### src/rtl/fpsl_pkg.sv
// shared types and constants of the filtered pi speed loop
package fpsl_pkg;

	localparam int unsigned DATA_W = 32;
	localparam int unsigned ADDR_W = 5;
	localparam logic [8:0] ALPHA_ONE = 9'd256;

	typedef enum logic [2:0] {
		REG_SETPOINT  = 3'd0,
		REG_PROP_GAIN = 3'd1,
		REG_INTEG_GAIN = 3'd2,
		REG_ALPHA     = 3'd3,
		REG_LIMIT     = 3'd4
	} reg_idx_t;

	typedef struct packed {
		logic signed [16:0] speed_setpoint;
		logic signed [15:0] prop_gain;
		logic signed [15:0] integ_gain;
		logic [8:0]         filter_alpha;
		logic [15:0]        integral_limit;
	} cfg_t;

	typedef struct packed {
		logic load;
		logic filt_a;
		logic filt_b;
		logic integ;
		logic emit;
	} cmd_t;

endpackage

### src/rtl/fpsl_ctrl.sv
// sequencing controller of the filtered pi speed loop
module fpsl_ctrl (
	input  logic           clk,
	input  logic           arst_n,
	input  logic           in_valid,
	output logic           in_ready,
	output logic           out_valid,
	input  logic           out_ready,
	output fpsl_pkg::cmd_t cmd
);
	import fpsl_pkg::*;

	typedef enum logic [4:0] {
		ST_IDLE   = 5'b00001,
		ST_FILT_A = 5'b00010,
		ST_FILT_B = 5'b00100,
		ST_INTEG  = 5'b01000,
		ST_OUT    = 5'b10000
	} state_t;

	state_t state_q;
	state_t state_d;
	logic   out_valid_q;
	logic   out_free;

	assign in_ready  = (state_q == ST_IDLE);
	assign out_valid = out_valid_q;
	assign out_free  = !out_valid_q || out_ready;

	always_comb begin
		state_d    = state_q;
		cmd        = '0;
		unique case (state_q)
			ST_IDLE: begin
				if (in_valid) begin
					cmd.load = 1'b1;
					state_d  = ST_FILT_A;
				end
			end
			ST_FILT_A: begin
				cmd.filt_a = 1'b1;
				state_d    = ST_FILT_B;
			end
			ST_FILT_B: begin
				cmd.filt_b = 1'b1;
				state_d    = ST_INTEG;
			end
			ST_INTEG: begin
				cmd.integ = 1'b1;
				state_d   = ST_OUT;
			end
			ST_OUT: begin
				if (out_free) begin
					cmd.emit = 1'b1;
					state_d  = ST_IDLE;
				end
			end
			default: begin
				state_d = ST_IDLE;
			end
		endcase
	end

	always_ff @(posedge clk or negedge arst_n) begin
		if (!arst_n) begin
			state_q     <= ST_IDLE;
			out_valid_q <= 1'b0;
		end else begin
			state_q <= state_d;
			if (cmd.emit) begin
				out_valid_q <= 1'b1;
			end else if (out_ready) begin
				out_valid_q <= 1'b0;
			end
		end
	end

`ifndef SYNTHESIS
	a_cmd_onehot0: assert property (@(posedge clk) disable iff (!arst_n)
		$onehot0(cmd))
		else $error("more than one datapath command");
	a_accept_starts: assert property (@(posedge clk) disable iff (!arst_n)
		(in_valid && in_ready) |=> cmd.filt_a)
		else $error("accepted beat did not start the filter step");
	a_emit_free: assert property (@(posedge clk) disable iff (!arst_n)
		cmd.emit |=> out_valid)
		else $error("emitted result not presented");
	a_no_overwrite: assert property (@(posedge clk) disable iff (!arst_n)
		(out_valid && !out_ready) |-> !cmd.emit)
		else $error("result overwritten while stalled");
`endif

endmodule

### src/rtl/fpsl_datapath.sv
// shared-multiplier datapath: error, low-pass filter, clamped integral, pi output
module fpsl_datapath #(
	parameter int COUNT_BITS = 16,
	parameter int FRAC_BITS  = 8
) (
	input  logic                         clk,
	input  logic                         arst_n,
	input  fpsl_pkg::cmd_t               cmd,
	input  fpsl_pkg::cfg_t               cfg,
	input  logic signed [COUNT_BITS-1:0] left_count,
	input  logic signed [COUNT_BITS-1:0] right_count,
	output logic signed [31:0]           drive_out
);
	import fpsl_pkg::*;

	localparam int EW  = ((COUNT_BITS + 1 > 17) ? COUNT_BITS + 1 : 17) + 1;
	localparam int FEW = EW + FRAC_BITS;
	localparam int IW  = 17 + FRAC_BITS;
	localparam int PW  = 17 + FEW;
	localparam int AW  = FEW + 18;
	localparam int RW  = AW - FRAC_BITS - 8;
	localparam int SW  = ((RW > 32) ? RW : 32) + 1;

	logic signed [EW-1:0]  err_q;
	logic signed [FEW-1:0] fe_q;
	logic signed [IW-1:0]  integ_q;
	logic signed [AW-1:0]  acc_q;
	logic signed [31:0]    out_q;

	logic [8:0]            alpha_c;
	logic [8:0]            alpha_inv;
	logic signed [16:0]    mul_a;
	logic signed [FEW-1:0] mul_b;
	logic signed [PW-1:0]  product;
	logic signed [AW-1:0]  prod_x;
	logic signed [AW-1:0]  filt_sum;
	logic signed [AW-1:0]  out_sum;
	logic signed [RW-1:0]  res;
	logic signed [SW-1:0]  res_x;
	logic signed [31:0]    res_sat;
	logic signed [FEW:0]   isum;
	logic signed [FEW:0]   lim_pos;
	logic signed [FEW:0]   lim_neg;
	logic signed [FEW:0]   isum_c;
	logic signed [EW-1:0]  err_d;

	assign alpha_c   = (cfg.filter_alpha > ALPHA_ONE) ? ALPHA_ONE : cfg.filter_alpha;
	assign alpha_inv = ALPHA_ONE - alpha_c;

	always_comb begin
		priority if (cmd.filt_a) begin
			mul_a = {8'd0, alpha_c};
			mul_b = {{FRAC_BITS{err_q[EW-1]}}, err_q};
		end else if (cmd.filt_b) begin
			mul_a = {8'd0, alpha_inv};
			mul_b = fe_q;
		end else if (cmd.integ) begin
			mul_a = {cfg.prop_gain[15], cfg.prop_gain};
			mul_b = fe_q;
		end else begin
			mul_a = {cfg.integ_gain[15], cfg.integ_gain};
			mul_b = {{(FEW-IW){integ_q[IW-1]}}, integ_q};
		end
	end

	assign product  = mul_a * mul_b;
	assign prod_x   = {{(AW-PW){product[PW-1]}}, product};
	assign filt_sum = acc_q + prod_x;
	assign out_sum  = acc_q + prod_x + (AW'(1) <<< (FRAC_BITS + 7));
	assign res      = out_sum[AW-1:FRAC_BITS+8];
	assign res_x    = {{(SW-RW){res[RW-1]}}, res};

	always_comb begin
		priority if (res_x > $signed({{(SW-32){1'b0}}, 32'h7fff_ffff})) begin
			res_sat = 32'sh7fff_ffff;
		end else if (res_x < $signed({{(SW-32){1'b1}}, 32'h8000_0000})) begin
			res_sat = 32'sh8000_0000;
		end else begin
			res_sat = res_x[31:0];
		end
	end

	assign isum    = {{(FEW+1-IW){integ_q[IW-1]}}, integ_q} + {fe_q[FEW-1], fe_q};
	assign lim_pos = {{(FEW+1-IW+1){1'b0}}, cfg.integral_limit, {FRAC_BITS{1'b0}}};
	assign lim_neg = -lim_pos;

	always_comb begin
		priority if (isum > lim_pos) begin
			isum_c = lim_pos;
		end else if (isum < lim_neg) begin
			isum_c = lim_neg;
		end else begin
			isum_c = isum;
		end
	end

	assign err_d = {{(EW-COUNT_BITS){left_count[COUNT_BITS-1]}}, left_count}
		+ {{(EW-COUNT_BITS){right_count[COUNT_BITS-1]}}, right_count}
		- {{(EW-17){cfg.speed_setpoint[16]}}, cfg.speed_setpoint};

	always_ff @(posedge clk or negedge arst_n) begin
		if (!arst_n) begin
			fe_q    <= '0;
			integ_q <= '0;
		end else begin
			if (cmd.filt_b) begin
				fe_q <= filt_sum[FEW+7:8];
			end
			if (cmd.integ) begin
				integ_q <= isum_c[IW-1:0];
			end
		end
	end

	always_ff @(posedge clk) begin
		if (cmd.load) begin
			err_q <= err_d;
		end
		if (cmd.filt_a) begin
			acc_q <= (prod_x <<< FRAC_BITS) + AW'(128);
		end else if (cmd.integ) begin
			acc_q <= prod_x;
		end
		if (cmd.emit) begin
			out_q <= res_sat;
		end
	end

	assign drive_out = out_q;

`ifndef SYNTHESIS
	a_integ_bound: assert property (@(posedge clk) disable iff (!arst_n)
		cmd.integ |=> ($signed({{(FEW+1-IW){integ_q[IW-1]}}, integ_q}) <= $past(lim_pos)
			&& $signed({{(FEW+1-IW){integ_q[IW-1]}}, integ_q}) >= $past(lim_neg)))
		else $error("integral outside clamp");
	a_fe_hold: assert property (@(posedge clk) disable iff (!arst_n)
		!cmd.filt_b |=> $stable(fe_q))
		else $error("filter state changed outside its step");
	a_integ_hold: assert property (@(posedge clk) disable iff (!arst_n)
		!cmd.integ |=> $stable(integ_q))
		else $error("integral changed outside its step");
`endif

endmodule

### src/rtl/filtered_pi_speed_loop_core.sv
// a result beat is registered and offered after the filter, integral and output steps
// one beat at a time: the next is taken once the last has had its four shared-multiplier steps
// a stalled result holds the block in its output step until the beat is taken
// reset (arst_n low, asynchronous) clears filter and integral state, loads register defaults
// configuration writes take effect at once; no clearing pass after reset
// top level of the filtered pi speed loop with apb register port
module filtered_pi_speed_loop_core #(
	parameter int COUNT_BITS = 16,
	parameter int FRAC_BITS  = 8
) (
	input  logic                                 clk,
	input  logic                                 arst_n,
	input  logic                                 s_axis_tvalid,
	output logic                                 s_axis_tready,
	// left_count, right_count
	input  logic [((2*COUNT_BITS+7)/8)*8-1:0]    s_axis_tdata,
	output logic                                 m_axis_tvalid,
	input  logic                                 m_axis_tready,
	// drive_out
	output logic [31:0]                          m_axis_tdata,
	input  logic                                 psel,
	input  logic                                 penable,
	input  logic                                 pwrite,
	input  logic [fpsl_pkg::ADDR_W-1:0]          paddr,
	input  logic [fpsl_pkg::DATA_W-1:0]          pwdata,
	output logic [fpsl_pkg::DATA_W-1:0]          prdata,
	output logic                                 pready
);
	import fpsl_pkg::*;

	cfg_t               cfg_q;
	cmd_t               cmd;
	logic               wr_en;
	reg_idx_t           reg_idx;
	logic signed [31:0] drive_out;

	assign pready  = 1'b1;
	assign wr_en   = psel && penable && pwrite && pready;
	assign reg_idx = reg_idx_t'(paddr[ADDR_W-1:2]);

	always_ff @(posedge clk or negedge arst_n) begin
		if (!arst_n) begin
			cfg_q.speed_setpoint <= '0;
			cfg_q.prop_gain      <= '0;
			cfg_q.integ_gain     <= '0;
			cfg_q.filter_alpha   <= 9'd77;
			cfg_q.integral_limit <= 16'd10000;
		end else if (wr_en) begin
			unique case (reg_idx)
				REG_SETPOINT:   cfg_q.speed_setpoint <= pwdata[16:0];
				REG_PROP_GAIN:  cfg_q.prop_gain      <= pwdata[15:0];
				REG_INTEG_GAIN: cfg_q.integ_gain     <= pwdata[15:0];
				REG_ALPHA:      cfg_q.filter_alpha   <= pwdata[8:0];
				REG_LIMIT:      cfg_q.integral_limit <= pwdata[15:0];
				default: begin
				end
			endcase
		end
	end

	always_comb begin
		unique case (reg_idx)
			REG_SETPOINT:   prdata = {{15{cfg_q.speed_setpoint[16]}}, cfg_q.speed_setpoint};
			REG_PROP_GAIN:  prdata = {{16{cfg_q.prop_gain[15]}}, cfg_q.prop_gain};
			REG_INTEG_GAIN: prdata = {{16{cfg_q.integ_gain[15]}}, cfg_q.integ_gain};
			REG_ALPHA:      prdata = {23'd0, cfg_q.filter_alpha};
			REG_LIMIT:      prdata = {16'd0, cfg_q.integral_limit};
			default:        prdata = '0;
		endcase
	end

	fpsl_ctrl u_ctrl (
		.clk       (clk),
		.arst_n    (arst_n),
		.in_valid  (s_axis_tvalid),
		.in_ready  (s_axis_tready),
		.out_valid (m_axis_tvalid),
		.out_ready (m_axis_tready),
		.cmd       (cmd)
	);

	fpsl_datapath #(
		.COUNT_BITS (COUNT_BITS),
		.FRAC_BITS  (FRAC_BITS)
	) u_datapath (
		.clk         (clk),
		.arst_n      (arst_n),
		.cmd         (cmd),
		.cfg         (cfg_q),
		.left_count  (s_axis_tdata[COUNT_BITS-1:0]),
		.right_count (s_axis_tdata[2*COUNT_BITS-1:COUNT_BITS]),
		.drive_out   (drive_out)
	);

	assign m_axis_tdata = drive_out;

endmodule

### config.mk
export PLATFORM = sky130hd
export DESIGN_NAME = filtered_pi_speed_loop_core
export DESIGN_NICKNAME = d
export VERILOG_FILES = /design/src/rtl/fpsl_pkg.sv /design/src/rtl/fpsl_ctrl.sv /design/src/rtl/fpsl_datapath.sv /design/src/rtl/filtered_pi_speed_loop_core.sv
export SDC_FILE = /design/constraint.sdc
export NUM_CORES = 2
export LEC_CHECK = 0
export BUFFER_PORTS_ARGS = -buffer_cell sky130_fd_sc_hd__buf_4
export CAP_MARGIN = 40
export CELL_PAD_IN_SITES_DETAIL_PLACEMENT = 0
export CELL_PAD_IN_SITES_GLOBAL_PLACEMENT = 1
export CORE_UTILIZATION = 28
export DETAILED_ROUTE_END_ITERATION = 7
export PLACE_DENSITY = 0.6
export SYNTH_ARGS = -nofsm -noshare
export SYNTH_HDL_FRONTEND = slang
export SYNTH_SLANG_ARGS = --single-unit
### constraint.sdc
create_clock -name clk -period 18.1 [get_ports clk]
set_clock_uncertainty 0.05 [all_clocks]
set_input_delay 1.81 -clock clk [delete_from_list [all_inputs] [get_ports clk]]
set_output_delay 1.81 -clock clk [all_outputs]
set_load 0.02 [all_outputs]
After elaboration in Yosys (flattened, before gate mapping)
Index checks and enable logic that the tools add are counted.
- bits in registers: 225
- input bits: 76
- output and inout port bits: 67
- logic and storage cells: 75
- $add $sub $neg: 8
- multiply operators: 1
- magnitude comparators: 5
- equal/unequal tests: 11
- mux-type cells: 25
- reduce and logical (&&, ||, !) cells: 13
- operators with widths (kind ; count):
    $pmux 32 s5 ; 1
    $mux 44 ; 2
    $mux 26 ; 3
    $mux 17 ; 3
    $mux 25 ; 2
    $add 44x17->44 const B ; 1
    $add 44x43->44 ; 1
    $add 44x9->44 const B ; 1
    $mul 17x26->43 ; 1
    $gt 28x32->1 const B ; 1
    $lt 28x32->1 const B ; 1
    $mux 32 ; 1
    $add 25x26->27 ; 1
    $gt 27x25->1 ; 1
    $lt 27x27->1 ; 1
    $neg 24->27 ; 1
    $pmux 5 s5 ; 1
    $sub 18x18->18 ; 1
    $add 16x16->17 ; 1
    $reduce_and 2->1 ; 6
    $mux 5 ; 2
    $gt 9x9->1 const B ; 1
    $mux 1 ; 9
    $mux 9 ; 1
    16 further kinds ; 19

Logic depth before layout (Yosys ltp)
- depth in word-level cells: 10
- depth in mapped cells: 47

Hierarchy
Synthesis repeated with hierarchy kept, for this count alone.
- cell total of the unflattened synthesis: 3708
- area, all modules: 33093.0 sq um
- modules (own cells, without submodules) (module ; instances ; cells an instance ; area each (sq um)):
    fpsl_datapath ; 1 ; 3417 ; 29203.0
    filtered_pi_speed_loop_core ; 1 ; 258 ; 3572.2
    fpsl_ctrl ; 1 ; 33 ; 317.8

Least setup slack after synthesis
OpenSTA, ideal clock, no wires.
- path kind: register to register
- start: register u_ctrl.state_q[1]
- end: register u_datapath.out_q[30] (netlist: u_datapath.drive_out[30]), data pin
- setup time: 0.268 ns
- arrival: 11.518 ns
- slack: 6.264 ns
- stages on the path, launching flop included: 40
- path buffers: 2
- clock period less this slack: 11.836 ns
- cell sequence: dfrtp_1 > or3_1 > nor2_1 > clkbuf_1 > mux2i_1 > a21o_1 > clkbuf_1 > nor2_1 > fa_1 > inv_1 > fa_1 > fa_1 > inv_1 > fa_1 > fa_1 > inv_1 > fa_1 > inv_1 > [4 not listed] > a21o_1 > a31oi_1 > o31ai_1 > a21o_1 > a21oi_1 > xnor2_1 > ha_1 > a2111oi_0 > a211o_1 > a21oi_1 > mux2_2 > or4_4 > or3_1 > or4_4 > nor4b_4 > and4_4 > and4bb_1 > xnor3_1
- cells in the longest elaborated chain, start to end: 10
- elaborated cells between the ends (all ways): 18
- classes of those cells: 2 x add/sub; 1 x mul; 2 x order compare; 3 x eq/ne; 10 x mux
- RTL lines (item ; line ; RTL):
    start: declaration ; fpsl_ctrl.sv:21 ; state_t state_q;
    start signal: assignment ; fpsl_ctrl.sv:69 ; state_q <= state_d;
    $eq 5x4->1 ; fpsl_ctrl.sv:33 ; unique case (state_q)
    $mux 1 ; fpsl_ctrl.sv:33 ;
    $mux 17 / $mux 26 (equally long branches) ; fpsl_datapath.sv:57 ; end else if (cmd.integ) begin
    $mux 17 / $mux 26 (equally long branches) ; fpsl_datapath.sv:54 ; end else if (cmd.filt_b) begin
    $mux 17 / $mux 26 (equally long branches) ; fpsl_datapath.sv:51 ; priority if (cmd.filt_a) begin
    $mul 17x26->43 (*) ; fpsl_datapath.sv:66 ; assign product = mul_a * mul_b;
    $add 44x43->44 (*) ; -- ;
    $add 44x17->44 (*) ; fpsl_datapath.sv:69 ; assign out_sum = acc_q + prod_x + (AW'(1) <<< (FRAC_BITS + 7));
    $lt 28x32->1 ; fpsl_datapath.sv:76 ; end else if (res_x < $signed({{(SW-32){1'b1}}, 32'h8000_0000})) begin
    $mux 32 ; fpsl_datapath.sv:76 ;
    end signal: assignment ; fpsl_datapath.sv:125 ; out_q <= res_sat;
    end: declaration ; fpsl_datapath.sv:28 ; logic signed [31:0] out_q;
Mark *: on every way between the ends. The rest lies on a longest branch, timed or not.
A chain may end at the register's enable or synchronous reset.

Worst setup path in the final report
- start: register u_ctrl.state_q[2]
- end: register u_datapath.out_q[31] (netlist: u_datapath.drive_out[31]), data pin
Same word-level chain as after synthesis.

==> reports/qor.tcl <==
set qor(netlist-cell-type-count) 87
set qor(die_outline_area_sq_um) 118000
set qor(max_cap_viols) 0
set qor(worst_ep_required_time_ns) 18.38
set qor(postSynthRegisterBits) 222
set qor(ant_nets) 0
set qor(r2r_cells) 40
set qor(fin_tns_setup_ns) 0
set qor(synth_largest_type_area_fraction_pct) 26.7
set qor(slew_headroom_pct) 39.7
set qor(worst_setup_path_endpoint) {u_datapath.drive_out[31]}
set qor(outcome) {completed}
set qor(finalCritPeriodShare_pct) 73.1
set qor(avgSynthCellArea_sq_um) 8.62
set qor(routedLengthMet1_mm) 49.1
set qor(ys_warn_count) 0
set qor(vias_per_cell) 4.79
set qor(met3_wirelength_mm) 4.93
set qor(post_route_cells_drive_above_1_share_pct) 8.90
set qor(clk_path_buf_depth) 3
set qor(final_cell_count_no_fill) 5367
set qor(async_reset_ff_share_pct) 59.0
set qor(hold_violations_final) 0
set qor(criticalPathCategory) {reg2reg}
set qor(starting_utilization_of_the_core_area_pct) 28.4
set qor(largest_net_degree_at_the_start_of_global_routing) 67
set qor(first_global_vias) 26500
set qor(worst_skew_pair.late_latency_ns) 0.59
set qor(syn_inst) 3779
set qor(cts_hold_buf) 0
set qor(rr_startpoint) {u_ctrl.state_q[2]}
set qor(regToRegSetupSlack_ns) 4.86
set qor(fp.dieW_microns) 343
set qor(critical_path_peak_fanout) 52
set qor(worstPathArrival_ns) 13.52
set qor(tightestPinTransition_ns) 0.905
set qor(yosysSeqAreaShare_pct) 18.5
set qor(post-place-ws_ns) 4.91
set qor(nNetsFinal) 4583
set qor(place_congestion) 0.902
set qor(timing.final.max_slew_violations) 0
set qor(drt_first_pass_iters) 5
set qor(ctsRootBufferMaster) {sky130_fd_sc_hd__clkbuf_16}
set qor(dr.first_iter.drc_count) 1595
set qor(crit_start) {u_ctrl.state_q[2]}
set qor(wl_mm) 107
set qor(htree_num_levels) 1
set qor(fp.dieH_microns) 343
set qor(gr-total-overflow) 0
set qor(reg2reg_to) {u_datapath.drive_out[31]}
set qor(antenna_violations_before_repair) 1
set qor(setup_viol) 0
set qor(wl_per_cell_microns) 20.0
set qor(cts.sink_count) 222
set qor(drcViolationCount) 0
set qor(regArea_sq_um) 6020
set qor(fillers) 12200
set qor(netlist_top_cells_count) {695 x sky130_fd_sc_hd__inv_1, 434 x sky130_fd_sc_hd__fa_1, 424 x sky130_fd_sc_hd__nor2_1}
set qor(final_period_minus_worst_setup_slack_ns) 13.24
set qor(rsz0062_at_grt) {no}
set qor(met2_length_mm) 50.3
set qor(netlist.top_cell.by_area) {sky130_fd_sc_hd__fa_1}
set qor(placed_cells_incl_taps) 5312
set qor(ys_dominant_reg_cell) {sky130_fd_sc_hd__dfrtp_1}
set qor(endpoint_kind) {flop}
set qor(min-delay-start) {u_datapath.integ_q[18]}
set qor(detailroute.via_count) 25700
set qor(cts_tree) {yes}
set qor(grt_util_all_layers_pct) 18.4
set qor(cts.repair.resized) 0
set qor(most_repeated_cell_in_the_gate_level_netlist_after_synthesis) {sky130_fd_sc_hd__inv_1}
set qor(synth_enable_flop_cells) 91
set qor(hold_path.class) {reg2reg}
set qor(whs_ns) 0.465
set qor(fmax_mhz) 75.5
set qor(grt_first_pass_wirelength_mm) 165
set qor(port-buffer-count) 124
set qor(area_delta_synth_final_pct) 11.7
set qor(dp.final_hpwl_mm) 88.0
set qor(ios) 143
set qor(syn-cell-area_sq_um) 32600
set qor(top_layer_used) {met4}
set qor(postCtsSetupBuffers) 0
set qor(fin_ws_ns) 4.86
set qor(start_kind) {flop}
set qor(critical_path.slowest_cell) {sky130_fd_sc_hd__inv_1}
set qor(cp_slowest_stage_delay_ns) 0.67
set qor(placementRows) 124
set qor(synth.area.top_cells) {sky130_fd_sc_hd__fa_1 27%, sky130_fd_sc_hd__dfrtp_1 9.3%, sky130_fd_sc_hd__ha_1 9.3%, sky130_fd_sc_hd__edfxtp_1 8.4%, sky130_fd_sc_hd__inv_1 8.0%}
set qor(coreArea_sq_um) 115000
set qor(clkSlewWorstSetupHoldPaths_ns) 0.06
set qor(synthesis.nets) 4531
set qor(cts_bufs_inserted) 29
set qor(area_of_combinational_cells_with_multiple_inputs_sq_um) 23400
## cells by family (layout without fill, tap and decap cells)
| group | after synthesis | after routing | synth area share [%] |
|---|---|---|---|
| other cells | 1 | 2 | 0.0115 |
| buf+inv | 860 | 935 | 10.2 |
| simple gates | 1112 | 1112 | 14.8 |
| flops | 222 | 222 | 18.5 |
| fa+ha+maj | 676 | 676 | 36.0 |
| xor+xnor | 160 | 160 | 4.39 |
| mux | 127 | 127 | 4.14 |
| compound gates | 621 | 621 | 12.0 |
## area by class of cell
cell class	instances	share of cell area, %
multi-input combinational	2697	64.3
sequential	222	16.6
inverter	696	7.18
tap	1512	5.20
timing repair buffer	185	4.25
clock buffer	45	2.33
clock inverter	9	0.217
antenna	1	0.00688
## worst min-delay path by stage
stage / slack [ns] / depth (start not counted) / to
floorplan: 0.42 / 2 / u_datapath.integ_q[0]
global placement: 0.45 / 2 / u_datapath.integ_q[23]
detailed placement: 0.45 / 2 / u_datapath.integ_q[21]
CTS: 0.47 / 2 / u_datapath.integ_q[21]
global route: 0.50 / 2 / u_datapath.integ_q[21]
finish: 0.46 / 2 / u_datapath.integ_q[18]
## through the flow
stage          util, %  cell area, sq um
2_1_floorplan        -             32600
3_3_place_gp      30.6             35100
5_1_grt           31.7             36400
6_report          31.7             36400
4_1_cts           31.7             36400
3_5_place_dp      30.9             35500
## critical path, delay by kind of cell (launching register included)
family,cells,cell delay [ns]
muxes,1,0.39
adders and majority gates,8,3.99
AOI/OAI and AO/OA,13,2.64
and+or+nand+nor,9,3.49
DFF,1,0.47
xor gates and xnor gates,2,0.62
buffers and inverters,7,1.32
## sequential cells by signal (all words and copies together) (netlist names)
| name | flops |
|---|---|
| u_datapath.integ_q | 25 |
| u_ctrl.out_valid | 1 |
| u_datapath.acc_q | 44 |
| u_ctrl.state_q | 5 |
| u_datapath.err_q | 18 |
| cfg_q | 74 |
| u_datapath.fe_q | 26 |
| u_datapath.drive_out | 29 |
## placed cells by master, fill, tap and decap left out, types with 26 or more instances in the layout
cell	count
sky130_fd_sc_hd__nor2_1	421
sky130_fd_sc_hd__ha_1	242
sky130_fd_sc_hd__nand3_1	39
sky130_fd_sc_hd__inv_1	695
sky130_fd_sc_hd__dfrtp_1	121
sky130_fd_sc_hd__mux2i_1	66
sky130_fd_sc_hd__nor2b_1	26
sky130_fd_sc_hd__a21o_1	89
sky130_fd_sc_hd__xor2_1	50
sky130_fd_sc_hd__xnor2_1	108
sky130_fd_sc_hd__edfxtp_1	91
sky130_fd_sc_hd__a21oi_1	177
sky130_fd_sc_hd__nand2_1	414
sky130_fd_sc_hd__nor3_1	48
sky130_fd_sc_hd__o21a_1	31
sky130_fd_sc_hd__o21ai_0	148
sky130_fd_sc_hd__fa_1	434
sky130_fd_sc_hd__buf_4	168
sky130_fd_sc_hd__mux2_2	61
sky130_fd_sc_hd__clkbuf_16	30
## routing by layer
metal | track usage (%) | vias up
met5 | 0 | -
met4 | 4.65 | 0
met3 | 1.59 | 110
met2 | 31.1 | 591
met1 | 25.3 | 12800
li1 | - | 12200
Power is not shown: default switching activity piles up to over one toggle a cycle in this logic, so the estimate is an artifact.
